==> src/rtl/tcsp_pkg.sv <==
// Shared types and constants for the Telnet command stream parser.
// Used by every module of the block and by the port checker; depends on nothing.
`timescale 1ns / 1ps

package tcsp_pkg;

  // Default size of the command store in bytes.
  localparam int unsigned DEF_BUFFER_BYTES = 32;

  // Protocol bytes.
  localparam logic [7:0] BYTE_IAC  = 8'd255;
  localparam logic [7:0] VERB_WILL = 8'd251;
  localparam logic [7:0] VERB_DONT = 8'd254;

  // Supported options.
  localparam logic [7:0] OPT_BINARY   = 8'd0;
  localparam logic [7:0] OPT_ECHO     = 8'd1;
  localparam logic [7:0] OPT_SGA      = 8'd3;
  localparam logic [7:0] OPT_STATUS   = 8'd5;
  localparam logic [7:0] OPT_TIMING   = 8'd6;

  // Input item kinds.
  typedef enum logic [1:0] {
    KIND_BYTE  = 2'd0,
    KIND_FLUSH = 2'd1,
    KIND_READ  = 2'd2
  } kind_t;

  // Result status codes.
  typedef enum logic [3:0] {
    ST_TEXT       = 4'd0,
    ST_HELD       = 4'd1,
    ST_DONE       = 4'd2,
    ST_BAD_VERB   = 4'd3,
    ST_BAD_OPTION = 4'd4,
    ST_FULL       = 4'd5,
    ST_DROPPED    = 4'd6,
    ST_FLUSHED    = 4'd7,
    ST_READ       = 4'd8
  } status_t;

  // Parser phase, one-hot.
  typedef enum logic [2:0] {
    PH_WAIT_IAC    = 3'b001,
    PH_WAIT_VERB   = 3'b010,
    PH_WAIT_OPTION = 3'b100
  } phase_t;

  // Result of one item as it leaves the parser, before the store read data joins it.
  typedef struct packed {
    status_t    status;
    logic [7:0] text_byte;
    logic [7:0] verb;
    logic [7:0] option;
    logic [3:0] commands_held;
    logic [5:0] bytes_held;
    logic       from_store;
    logic       in_range;
  } result_t;

  // True for WILL, WONT, DO and DONT.
  function automatic logic verb_ok(input logic [7:0] b);
    verb_ok = (b >= VERB_WILL) && (b <= VERB_DONT);
  endfunction

  // True for the options this parser accepts.
  function automatic logic option_ok(input logic [7:0] b);
    option_ok = (b == OPT_BINARY) || (b == OPT_ECHO) || (b == OPT_SGA) ||
                (b == OPT_STATUS) || (b == OPT_TIMING);
  endfunction

endpackage

==> src/rtl/tcsp_store.sv <==
// Command store: one write port and one registered read port.
// Depends on tcsp_pkg for the buffer size default.
`timescale 1ns / 1ps

module tcsp_store
  import tcsp_pkg::*;
#(
  parameter int unsigned BUFFER_BYTES = DEF_BUFFER_BYTES,
  localparam int unsigned AW = $clog2(BUFFER_BYTES)
) (
  input  logic          clk,
  input  logic          wr_en,
  input  logic [AW-1:0] wr_addr,
  input  logic [7:0]    wr_data,
  input  logic          rd_en,
  input  logic [AW-1:0] rd_addr,
  output logic [7:0]    rd_data
);

  logic [7:0] mem [BUFFER_BYTES];
  logic [7:0] rd_data_r;

  // Write port.
  always_ff @(posedge clk) begin
    if (wr_en) begin
      mem[wr_addr] <= wr_data;
    end
  end

  // Read port; the data holds until the next read so a stalled result keeps it.
  always_ff @(posedge clk) begin
    if (rd_en) begin
      rd_data_r <= mem[rd_addr];
    end
  end

  assign rd_data = rd_data_r;

endmodule

==> src/rtl/tcsp_ctrl.sv <==
// Parser control: phase, fill and command counters, and store access requests.
// Depends on tcsp_pkg for codes, protocol bytes and the result structure.
`timescale 1ns / 1ps

module tcsp_ctrl
  import tcsp_pkg::*;
#(
  parameter int unsigned BUFFER_BYTES = DEF_BUFFER_BYTES,
  localparam int unsigned AW = $clog2(BUFFER_BYTES),
  localparam int unsigned FW = $clog2(BUFFER_BYTES + 1),
  localparam int unsigned CW = $clog2(BUFFER_BYTES / 3 + 1)
) (
  input  logic          clk,
  input  logic          rst_n,
  input  logic          take,
  input  logic [1:0]    kind,
  input  logic [7:0]    data_byte,
  input  logic [4:0]    read_index,
  output result_t       res,
  output logic          wr_en,
  output logic [AW-1:0] wr_addr,
  output logic [7:0]    wr_data,
  output logic          rd_en,
  output logic [AW-1:0] rd_addr
);

  phase_t        phase_r, phase_nxt;
  logic [FW-1:0] fill_r, fill_nxt;
  logic [FW-1:0] last_end_r, last_end_nxt;
  logic [CW-1:0] done_cnt_r, done_cnt_nxt;
  logic          aborted_r, aborted_nxt;
  logic [7:0]    verb_r, verb_nxt;

  logic          full;
  logic          push;
  logic [FW+4:0] idx_ext;
  logic [CW+3:0] done_ext;
  logic [FW+5:0] fill_ext;

  assign full    = (fill_r == FW'(BUFFER_BYTES));
  assign idx_ext = {{FW{1'b0}}, read_index};

  // Store access: pushes go to the fill position, reads to the requested index.
  assign wr_en   = take && push;
  assign wr_addr = fill_r[AW-1:0];
  assign wr_data = data_byte;
  assign rd_en   = take && (kind_t'(kind) == KIND_READ);
  assign rd_addr = idx_ext[AW-1:0];

  // Decision for one item.
  always_comb begin
    phase_nxt    = phase_r;
    fill_nxt     = fill_r;
    last_end_nxt = last_end_r;
    done_cnt_nxt = done_cnt_r;
    aborted_nxt  = aborted_r;
    verb_nxt     = verb_r;
    push         = 1'b0;
    res          = '0;
    res.status   = ST_DROPPED;

    case (kind_t'(kind))
      KIND_BYTE: begin
        if (aborted_r) begin
          res.status = ST_DROPPED;
        end else begin
          unique case (phase_r)
            PH_WAIT_VERB: begin
              if (data_byte == BYTE_IAC) begin
                // Escaped IAC: drop the IAC held for the command and pass 255 on.
                if (fill_r != '0) begin
                  fill_nxt = fill_r - FW'(1);
                end
                phase_nxt     = PH_WAIT_IAC;
                res.text_byte = BYTE_IAC;
                res.status    = ST_TEXT;
              end else if (!verb_ok(data_byte)) begin
                aborted_nxt = 1'b1;
                res.status  = ST_BAD_VERB;
              end else if (full) begin
                aborted_nxt = 1'b1;
                res.status  = ST_FULL;
              end else begin
                push       = 1'b1;
                fill_nxt   = fill_r + FW'(1);
                verb_nxt   = data_byte;
                phase_nxt  = PH_WAIT_OPTION;
                res.status = ST_HELD;
              end
            end
            PH_WAIT_OPTION: begin
              if (!option_ok(data_byte)) begin
                aborted_nxt = 1'b1;
                res.status  = ST_BAD_OPTION;
              end else if (full) begin
                aborted_nxt = 1'b1;
                res.status  = ST_FULL;
              end else begin
                push         = 1'b1;
                fill_nxt     = fill_r + FW'(1);
                last_end_nxt = fill_r + FW'(1);
                done_cnt_nxt = done_cnt_r + CW'(1);
                phase_nxt    = PH_WAIT_IAC;
                res.verb     = verb_r;
                res.option   = data_byte;
                res.status   = ST_DONE;
              end
            end
            PH_WAIT_IAC: begin
              if (data_byte != BYTE_IAC) begin
                res.text_byte = data_byte;
                res.status    = ST_TEXT;
              end else if (full) begin
                aborted_nxt = 1'b1;
                res.status  = ST_FULL;
              end else begin
                push       = 1'b1;
                fill_nxt   = fill_r + FW'(1);
                phase_nxt  = PH_WAIT_VERB;
                res.status = ST_HELD;
              end
            end
            default: begin
              res.status = ST_DROPPED;
            end
          endcase
        end
      end
      KIND_FLUSH: begin
        // Empty the store only when it holds whole commands and nothing partial.
        aborted_nxt = 1'b0;
        if ((done_cnt_r != '0) && (last_end_r == fill_r)) begin
          fill_nxt     = '0;
          last_end_nxt = '0;
          done_cnt_nxt = '0;
        end
        res.status = ST_FLUSHED;
      end
      KIND_READ: begin
        res.from_store = 1'b1;
        res.in_range   = (idx_ext < (FW+5)'(BUFFER_BYTES));
        res.status     = ST_READ;
      end
      default: begin
        res.status = ST_DROPPED;
      end
    endcase

    // Occupancy as seen after this item, masked to the port widths.
    done_ext          = {4'b0, done_cnt_nxt};
    fill_ext          = {6'b0, fill_nxt};
    res.commands_held = done_ext[3:0];
    res.bytes_held    = (done_cnt_nxt != '0) ? fill_ext[5:0] : 6'd0;
  end

  // Parser state.
  always_ff @(posedge clk) begin
    if (!rst_n) begin
      phase_r    <= PH_WAIT_IAC;
      fill_r     <= '0;
      last_end_r <= '0;
      done_cnt_r <= '0;
      aborted_r  <= 1'b0;
    end else if (take) begin
      phase_r    <= phase_nxt;
      fill_r     <= fill_nxt;
      last_end_r <= last_end_nxt;
      done_cnt_r <= done_cnt_nxt;
      aborted_r  <= aborted_nxt;
    end
  end

  // Verb of the command being collected.
  always_ff @(posedge clk) begin
    if (take) begin
      verb_r <= verb_nxt;
    end
  end

endmodule

==> src/rtl/tcsp_out.sv <==
// Output register stage: holds one result item and merges in the store read data.
// Depends on tcsp_pkg for the result structure.
`timescale 1ns / 1ps

module tcsp_out
  import tcsp_pkg::*;
(
  input  logic       clk,
  input  logic       rst_n,
  input  logic       take,
  input  result_t    res,
  input  logic [7:0] rd_data,
  input  logic       out_stall,
  output logic       out_valid,
  output logic       busy,
  output logic [3:0] out_status,
  output logic [7:0] out_out_byte,
  output logic [7:0] out_verb,
  output logic [7:0] out_option,
  output logic [3:0] out_commands_held,
  output logic [5:0] out_bytes_held
);

  logic    valid_r, valid_nxt;
  result_t res_r;

  // The stage is busy while it holds an item that the receiver stalls.
  assign busy = valid_r && out_stall;

  always_comb begin
    valid_nxt = valid_r;
    if (take) begin
      valid_nxt = 1'b1;
    end else if (!out_stall) begin
      valid_nxt = 1'b0;
    end
  end

  always_ff @(posedge clk) begin
    if (!rst_n) begin
      valid_r <= 1'b0;
    end else begin
      valid_r <= valid_nxt;
    end
  end

  always_ff @(posedge clk) begin
    if (take) begin
      res_r <= res;
    end
  end

  // Read items take their byte from the store, zero beyond its end.
  always_comb begin
    if (res_r.from_store) begin
      out_out_byte = res_r.in_range ? rd_data : 8'd0;
    end else begin
      out_out_byte = res_r.text_byte;
    end
  end

  assign out_valid         = valid_r;
  assign out_status        = res_r.status;
  assign out_verb          = res_r.verb;
  assign out_option        = res_r.option;
  assign out_commands_held = res_r.commands_held;
  assign out_bytes_held    = res_r.bytes_held;

endmodule

==> src/rtl/telnet_command_stream_parser.sv <==
// Channel  | Ports                                              | Direction
// input    | in_valid, in_stall, in_kind, in_data_byte,         | item in
//          | in_read_index                                      |
// result   | out_valid, out_stall, out_status, out_out_byte,    | item out
//          | out_verb, out_option, out_commands_held,           |
//          | out_bytes_held                                     |
//
// One item is taken per cycle unless stalled; its result is output in the next cycle.
// The store read of a read item and the parser update both happen at the accepting edge.
// Synchronous active-low reset clears the parser state and the output valid; the store
// content is not cleared; read only written entries, which the block does not enforce.
// A stalled result holds the output register and stalls the input only while it waits.
// Top level of the Telnet command stream parser; depends on tcsp_pkg, tcsp_ctrl,
// tcsp_store and tcsp_out.
`timescale 1ns / 1ps

module telnet_command_stream_parser
  import tcsp_pkg::*;
#(
  parameter int unsigned BUFFER_BYTES = DEF_BUFFER_BYTES
) (
  input  logic       clk,
  input  logic       rst_n,
  input  logic       in_valid,
  output logic       in_stall,
  input  logic [1:0] in_kind,
  input  logic [7:0] in_data_byte,
  input  logic [4:0] in_read_index,
  output logic       out_valid,
  input  logic       out_stall,
  output logic [3:0] out_status,
  output logic [7:0] out_out_byte,
  output logic [7:0] out_verb,
  output logic [7:0] out_option,
  output logic [3:0] out_commands_held,
  output logic [5:0] out_bytes_held
);

  localparam int unsigned AW = $clog2(BUFFER_BYTES);

  logic          take;
  logic          busy;
  result_t       res;
  logic          wr_en;
  logic [AW-1:0] wr_addr;
  logic [7:0]    wr_data;
  logic          rd_en;
  logic [AW-1:0] rd_addr;
  logic [7:0]    rd_data;

  // An item enters whenever the output register is free or being emptied.
  assign in_stall = busy;
  assign take     = in_valid && !busy;

  tcsp_ctrl #(
    .BUFFER_BYTES(BUFFER_BYTES)
  ) u_ctrl (
    .clk       (clk),
    .rst_n     (rst_n),
    .take      (take),
    .kind      (in_kind),
    .data_byte (in_data_byte),
    .read_index(in_read_index),
    .res       (res),
    .wr_en     (wr_en),
    .wr_addr   (wr_addr),
    .wr_data   (wr_data),
    .rd_en     (rd_en),
    .rd_addr   (rd_addr)
  );

  tcsp_store #(
    .BUFFER_BYTES(BUFFER_BYTES)
  ) u_store (
    .clk    (clk),
    .wr_en  (wr_en),
    .wr_addr(wr_addr),
    .wr_data(wr_data),
    .rd_en  (rd_en),
    .rd_addr(rd_addr),
    .rd_data(rd_data)
  );

  tcsp_out u_out (
    .clk              (clk),
    .rst_n            (rst_n),
    .take             (take),
    .res              (res),
    .rd_data          (rd_data),
    .out_stall        (out_stall),
    .out_valid        (out_valid),
    .busy             (busy),
    .out_status       (out_status),
    .out_out_byte     (out_out_byte),
    .out_verb         (out_verb),
    .out_option       (out_option),
    .out_commands_held(out_commands_held),
    .out_bytes_held   (out_bytes_held)
  );

endmodule

==> config.mk <==
export PLATFORM = sky130hd
export DESIGN_NAME = telnet_command_stream_parser
export DESIGN_NICKNAME = d
export VERILOG_FILES = /design/src/rtl/tcsp_pkg.sv /design/src/rtl/tcsp_store.sv /design/src/rtl/tcsp_ctrl.sv /design/src/rtl/tcsp_out.sv /design/src/rtl/telnet_command_stream_parser.sv
export SDC_FILE = /design/constraint.sdc
export NUM_CORES = 1
export LEC_CHECK = 0
export ABC_AREA = 1
export ABC_CLOCK_PERIOD_IN_PS = 9200
export BUFFER_PORTS_ARGS = -buffer_cell sky130_fd_sc_hd__buf_2
export CAP_MARGIN = 20
export CORE_MARGIN = 2
export CORE_UTILIZATION = 60
export DETAILED_ROUTE_END_ITERATION = 10
export PLACE_DENSITY_LB_ADDON = 0.08
export SYNTH_ARGS = -nofsm -noshare
export SYNTH_HDL_FRONTEND = slang
export SYNTH_HIERARCHICAL = 1
export SYNTH_SLANG_ARGS = --single-unit
==> constraint.sdc <==
create_clock -name clk -period 9.2 [get_ports clk]
set_input_delay 0.46 -clock clk [delete_from_list [all_inputs] [get_ports clk]]
set_output_delay 0.46 -clock clk [all_outputs]
set_load 0.005 [all_outputs]
# Word-level counts from Yosys, hierarchy flattened
# Memories as Yosys holds them, arrays and structs flattened. A register that Yosys moved wholly into a read port is not among the register bits.
# Cells that the tools add are included.
# classes
n_addsub	3
n_mul	0
div	0
order_cmp	3
n_eq_ne	25
n_shift	0
n_mux	65
n_bitwise	6
reduce_logical	24
# ops
cell	n
two-way mux 6 bit	13
two-way mux 3 bit	11
two-way mux 4 bit	8
two-way mux 8 bit	4
case mux 4 bit (3 select lines)	2
case mux 6 bit (2 select lines)	2
case mux 6 bit (3 select lines)	1
two-way mux 1 bit	17
equality test 8 x 3 -> 1 bit (second input constant)	2
case mux 8 bit (2 select lines)	1
AND reduction 7 bit	2
!= test 2 bit (second input constant)	6
AND reduction 10 bit	1
case mux 3 bit (3 select lines)	1
equality test 8 x 1 -> 1 bit (second input constant)	1
equality test 8 x 2 -> 1 bit (second input constant)	1
equality test 8 bit (second input constant)	1
>= comparator 8 bit (second input constant)	1
less-or-equal comparator 8 bit (second input constant)	1
logical NOT 8 bit	1
!= test 2 x 1 -> 1 bit (second input constant)	4
!= test 8 bit (second input constant)	1
case mux 4 bit (2 select lines)	1
nonzero test 4 bit	2
27 further kinds	41
# word_totals
reg_bits	69
latch_bits	0
ramBits	256
rom_bits	0
output_inout_bits	40
wordCells	142
memories	1
# mem_list
name	words	width	read_ports	rd_clocked_by_memory_dff	write_ports	line	rtl
u_store.mem	32	8	1	1	1	tcsp_store.sv:20	logic [7:0] mem [BUFFER_BYTES];

# Longest topological paths before layout
# depth
depth_word	12
mapped_depth	15
ltp_nobuf	14

# Hierarchy
# Netlist, hierarchy kept.
# by_module_without_submodules
module	instances	cells_per_inst	area_per_inst_um2	seq_area_each_um2
tcsp_store	1	922	10866.7	7927.6
tcsp_ctrl	1	408	2668.8	640.6
tcsp_out	1	103	1586.5	1221.2
telnet_command_stream_parser	1	2	10.0	0.0

# Worst setup path after synthesis
# No wires, ideal clock.
# synth_path
kind	input to register
start	input port out_stall
end	register u_ctrl.verb_r[0] (enable)
setup_ps	395
arrival_ps	3271
path_slack_ps	5535
stages	7
path_buffers	0
cell_sequence	nand2_1 inv_1 nor2_2 inv_1 nor2_1 inv_1 nor4_1
# synth_between
elab_chain_cells	4
# synth_lines
item	line	rtl
from (decl)	telnet_command_stream_parser.sv:30	input logic out_stall,
logical AND 1 bit	tcsp_out.sv:28	assign busy = valid_r && out_stall;
net in_stall	telnet_command_stream_parser.sv:25	output logic in_stall,
logical NOT 1 bit	telnet_command_stream_parser.sv:53	assign take = in_valid && !busy;
logical AND 1 bit	telnet_command_stream_parser.sv:53	
net take	telnet_command_stream_parser.sv:41	logic take;
AND reduction 7 bit (no line)	n/a	
to (signal assigned)	tcsp_ctrl.sv:176	verb_r <= verb_nxt;
to (decl)	tcsp_ctrl.sv:32	logic [7:0] verb_r, verb_nxt;
# The timed path passes the listed nets, and every way through them passes these cells.
# A chain may end at the register's enable or synchronous reset.

# Worst setup path in the final report
# layout_path
start	register u_out.valid_r, in the netlist u_out/out_valid
end	memory u_store.mem[23][4] (enable)
# layout_between
elab_chain_cells	6
# layout_lines
item	line	rtl
from (decl)	tcsp_out.sv:24	logic valid_r, valid_nxt;
from (signal assigned)	tcsp_out.sv:43	valid_r <= valid_nxt;
logical AND 1 bit	tcsp_out.sv:28	
logical NOT 1 bit	telnet_command_stream_parser.sv:53	
logical AND 1 bit	telnet_command_stream_parser.sv:53	
net take	telnet_command_stream_parser.sv:41	
logical AND 1 bit	tcsp_ctrl.sv:44	assign wr_en = take && push;
net wr_en	telnet_command_stream_parser.sv:44	logic wr_en;
two-way mux 1 bit	tcsp_store.sv:25	if (wr_en) begin
two-way mux 1 bit (implied by the code)	tcsp_store.sv:26	mem[wr_addr] <= wr_data;
to (decl)	tcsp_store.sv:20	
# The timed path passes the listed nets, and every way through them passes these cells.

==> impl_metrics.tcl <==
set metrics [dict create \
    area_of_the_core_region_um2 25000 \
    synth_cell_types 41 \
    area_growth_pct 6.47 \
    cap_viol_max_count 0 \
    crit_family "simple AND/OR/NAND/NOR gates" \
    antenna-diode-count 0 \
    avg_synthesized_cell_area_um2 10.5 \
    mappedNetlistArea_um2 15100 \
    clock.fmax_mhz 269 \
    worst_slew_margin_rel 0.404 \
    synth-seq-cells 333 \
    routed_vias 10223 \
    port_buffers 58 \
    min_period_over_period 0.403 \
    worstPathRequired_ns 9.34 \
    detail_route.wirelength_um 34300 \
    worst-r2r-cell-count 10 \
    status "completed" \
    crit_path_end_kind "flip-flop" \
    timing.critical_path.mode_cell "sky130_fd_sc_hd__inv_1" \
    largest_net_degree_at_the_start_of_global_routing 76 \
    multiInputGateArea_um2 4210 \
    num_io_pins 59 \
    synthDominantCellAreaShare 0.619 \
    worst_hold_path_type "input pin to flip-flop" \
    cells_after_synth 1435 \
    layout_min_cycle_time_ns 3.71 \
    floorplan.initialDensity 0.606 \
    final.fill_count 1998 \
    synthDominantAreaCellType "sky130_fd_sc_hd__edfxtp_1" \
    p_leak_nw 6.37 \
    p_int_mw 2.46 \
    setup_tns_ns 0 \
    hold_path_origin "out_stall" \
    critical_path_buf_inv_count 4 \
    setup.worst_path.start_class "flip-flop" \
    drt_pass1_iterations 7 \
    max_stage_delay_ns 0.79 \
    area.sequential_um2 9790 \
    cp.arrival_ns 3.85 \
    final-hold-violation-count 0 \
    tritoncts "done" \
    post_drt_via_cell_ratio 5.74 \
    grt_antenna_before_repair 0 \
    highest_fanout_seen_on_the_critical_path 48 \
    dp.final_hpwl_um 21000 \
    layout-drive-gt1-share 0.112 \
    cts.hold.buffers_added 0 \
    fraction_of_the_core_area_covered_by_cells_at_the_end_of_the_flow 0.645 \
    holdPathStages 3 \
    switching_power_total_mw 0.735 \
    avgRoutedWirePerCell_um 19.3 \
    clock-skew-final_ns 0.0101 \
    die_area_um2 26500 \
    h_tree_levels 2 \
    initialDrtViolationCount 1086 \
    globalRoute.totalOverflow 0 \
    sequential_cell_fraction_of_total_power 0.529 \
    setup_repair_after_global_routing_missed_its_margin "no" \
    power.ir.vdd_worst_mv 0.147 \
    cts-resized-gates 0 \
    yosys_synthesis_warning_count 6 \
    ys_top_cells_by_area "sky130_fd_sc_hd__edfxtp_1, sky130_fd_sc_hd__nand2_1, sky130_fd_sc_hd__nand3_1" \
    reg2reg_setup_slack_ns 5.49 \
    crit_path_top_delay_cell "sky130_fd_sc_hd__nor2_1" \
    y_dimension_of_the_die_um 163 \
    groute.usage.overall 0.262 \
    worstReg2RegStart "u_out/out_valid" \
    post-route-drc-count 0 \
    clockBufferDepth 3 \
    finalWeightedCongestion 0.884 \
    cts_sinks 333 \
    p_per_area_nw_per_um2 198 \
    design.final.nets 1450 \
    cts.reportedPaths.clkPinSlew_ns 0.06 \
    post_cts.repair.setup_buffers 0 \
    combPwrFrac 0.072 \
    die_w_um 163 \
    timing.rr.end "u_store/mem[23][4]" \
    final_antenna_net_count 0 \
    slew_viol_final 0 \
    crit_path_cell_trace "nand2_1, inv_1, nor2_4, buf_4, inv_1, nor2_1, nand4_1, inv_1, nand3_1, nor2_1" \
    power.share.switching 0.230 \
    sequential_area_share_after_synthesis 0.647 \
    timing_worst_slew_pin_value_ns 0.894 \
    pwr-share-clk 0.400 \
    grt_pass1_wl_um 52900 \
    ctsRootBufferMaster "sky130_fd_sc_hd__clkbuf_16" \
    worstHoldEndpoint "u_out/out_valid" \
    crit_type "flip-flop to flip-flop" \
    setup_viol 0 \
    first_global_vias 9608 \
    clk-insertion-delay-late_ns 0.51 \
    number_of_core_rows 58 \
    cts_buffers 35 \
]
[power by group through the flow]
stage	combinational, mW	clock, mW	sequential [mW]
floorplan	0.181	0	1.71
detailed placement	0.227	0	1.72
finish	0.229	1.28	1.69
CTS	0.228	1.30	1.69
global placement	0.224	0	1.72
global route	0.253	1.35	1.69
[cell usage after synthesis (all sizes together)]
library cell,number
nand3,247
inv,76
a211oi,2
nand2,486
conb,1
nand3b,2
nor2,82
buf,104
a21boi,4
o21ai,18
nand4,6
nor3,4
dfxtp,21
clkbuf,12
edfxtp,312
a21oi,36
ha,5
xor2,12
a22oi,1
o22ai,1
a31oi,1
nor4,1
xnor2,1
[registers in the layout (all words and copies together) (netlist names)]
register,count
u_out/out_valid,1
u_ctrl/aborted_r,1
u_out/out_bytes_held,6
u_ctrl/last_end_r,6
u_out/out_commands_held,4
u_out/out_option,8
u_out/out_verb,8
u_ctrl/verb_r,8
u_ctrl/fill_r,6
u_out/res_r,10
u_store/mem,256
u_store/rd_data,8
u_ctrl/done_cnt_r,4
u_out/out_status,4
u_ctrl/phase_r,3
[stage by stage]
| stage | cells | power, mW | worst slack [ns] | area (µm²) | hold slack, ns |
|---|---|---|---|---|---|
| finish | 1782 | 3.19 | 5.49 | 16100 | 0.214 |
| global route | 1782 | 3.29 | 5.13 | 16100 | 0.212 |
| CTS | 1781 | 3.21 | 5.48 | 16100 | 0.196 |
| detailed placement | 1718 | 1.95 | 5.25 | 15100 | 0.466 |
| global placement | 1717 | 1.94 | 5.31 | 15000 | 0.460 |
| floorplan | 1439 | 1.89 | 5.53 | 15100 | 0.452 |
[area by class of cell]
class                   count  area share
clock inverters            20     0.00691
clock buffers              43      0.0575
flip-flops and latches    333       0.608
multi-input cells         914       0.261
inverters                  76      0.0181
repair buffers             66      0.0231
well taps                 330      0.0256
[metal layers]
metal	track usage	wire, µm	up-vias
li1	-	-	4795
met1	0.381	14800	4936
met2	0.424	16400	438
met3	0.0328	2560	54
met4	0.0680	641	0
met5	0	0	-
[worst max-delay path by stage]
stage / end / start / slack [ns] / depth (start not counted)
2_1_floorplan: u_ctrl/verb_r[0] / out_stall / 5.53 / 7
5_1_grt: u_store/mem[30][7] / u_out/out_valid / 5.13 / 10
3_5_place_dp: u_store/mem[30][3] / in_data_byte[5] / 5.25 / 11
6_report: u_store/mem[23][4] / u_out/out_valid / 5.49 / 10
3_3_place_gp: u_store/mem[30][3] / out_stall / 5.31 / 11
4_1_cts: u_store/mem[30][7] / u_out/out_valid / 5.48 / 10
[tightest hold or removal path, delay by kind of cell]
kind                   cells  cell delay [ns]
AOI/OAI and AO/OA          1             0.06
and+or+nand+nor            1             0.07
buffers and inverters      1             0.09
[layout by cell type (no fill, tap or decap), types with 4 or more instances in the layout]
master	n
sky130_fd_sc_hd__a21oi_1	34
sky130_fd_sc_hd__buf_2	57
sky130_fd_sc_hd__buf_4	8
sky130_fd_sc_hd__clkbuf_1	7
sky130_fd_sc_hd__clkbuf_16	36
sky130_fd_sc_hd__clkinv_1	8
sky130_fd_sc_hd__clkinv_2	10
sky130_fd_sc_hd__conb_1	5
sky130_fd_sc_hd__dfxtp_1	21
sky130_fd_sc_hd__edfxtp_1	312
sky130_fd_sc_hd__ha_1	5
sky130_fd_sc_hd__inv_1	64
sky130_fd_sc_hd__inv_2	9
sky130_fd_sc_hd__nand2_1	477
sky130_fd_sc_hd__nand2_2	6
sky130_fd_sc_hd__nand3_1	238
sky130_fd_sc_hd__nand3_2	7
sky130_fd_sc_hd__nand4_1	5
sky130_fd_sc_hd__nor2_1	69
sky130_fd_sc_hd__nor2_4	8
sky130_fd_sc_hd__nor3_1	4
sky130_fd_sc_hd__o21ai_0	13
sky130_fd_sc_hd__o21ai_1	4
sky130_fd_sc_hd__xor2_1	12
[cell families after synthesis]
family | after synthesis | share of synthesized area
compound gates | 63 | 0.0234
xor+xnor | 13 | 0.00752
fa+ha+maj | 5 | 0.00413
buf+inv | 192 | 0.0768
flops | 333 | 0.647
other cells | 1 | 0.000248
simple gates | 828 | 0.241
Note: power is estimated with default switching activity, not from simulation.
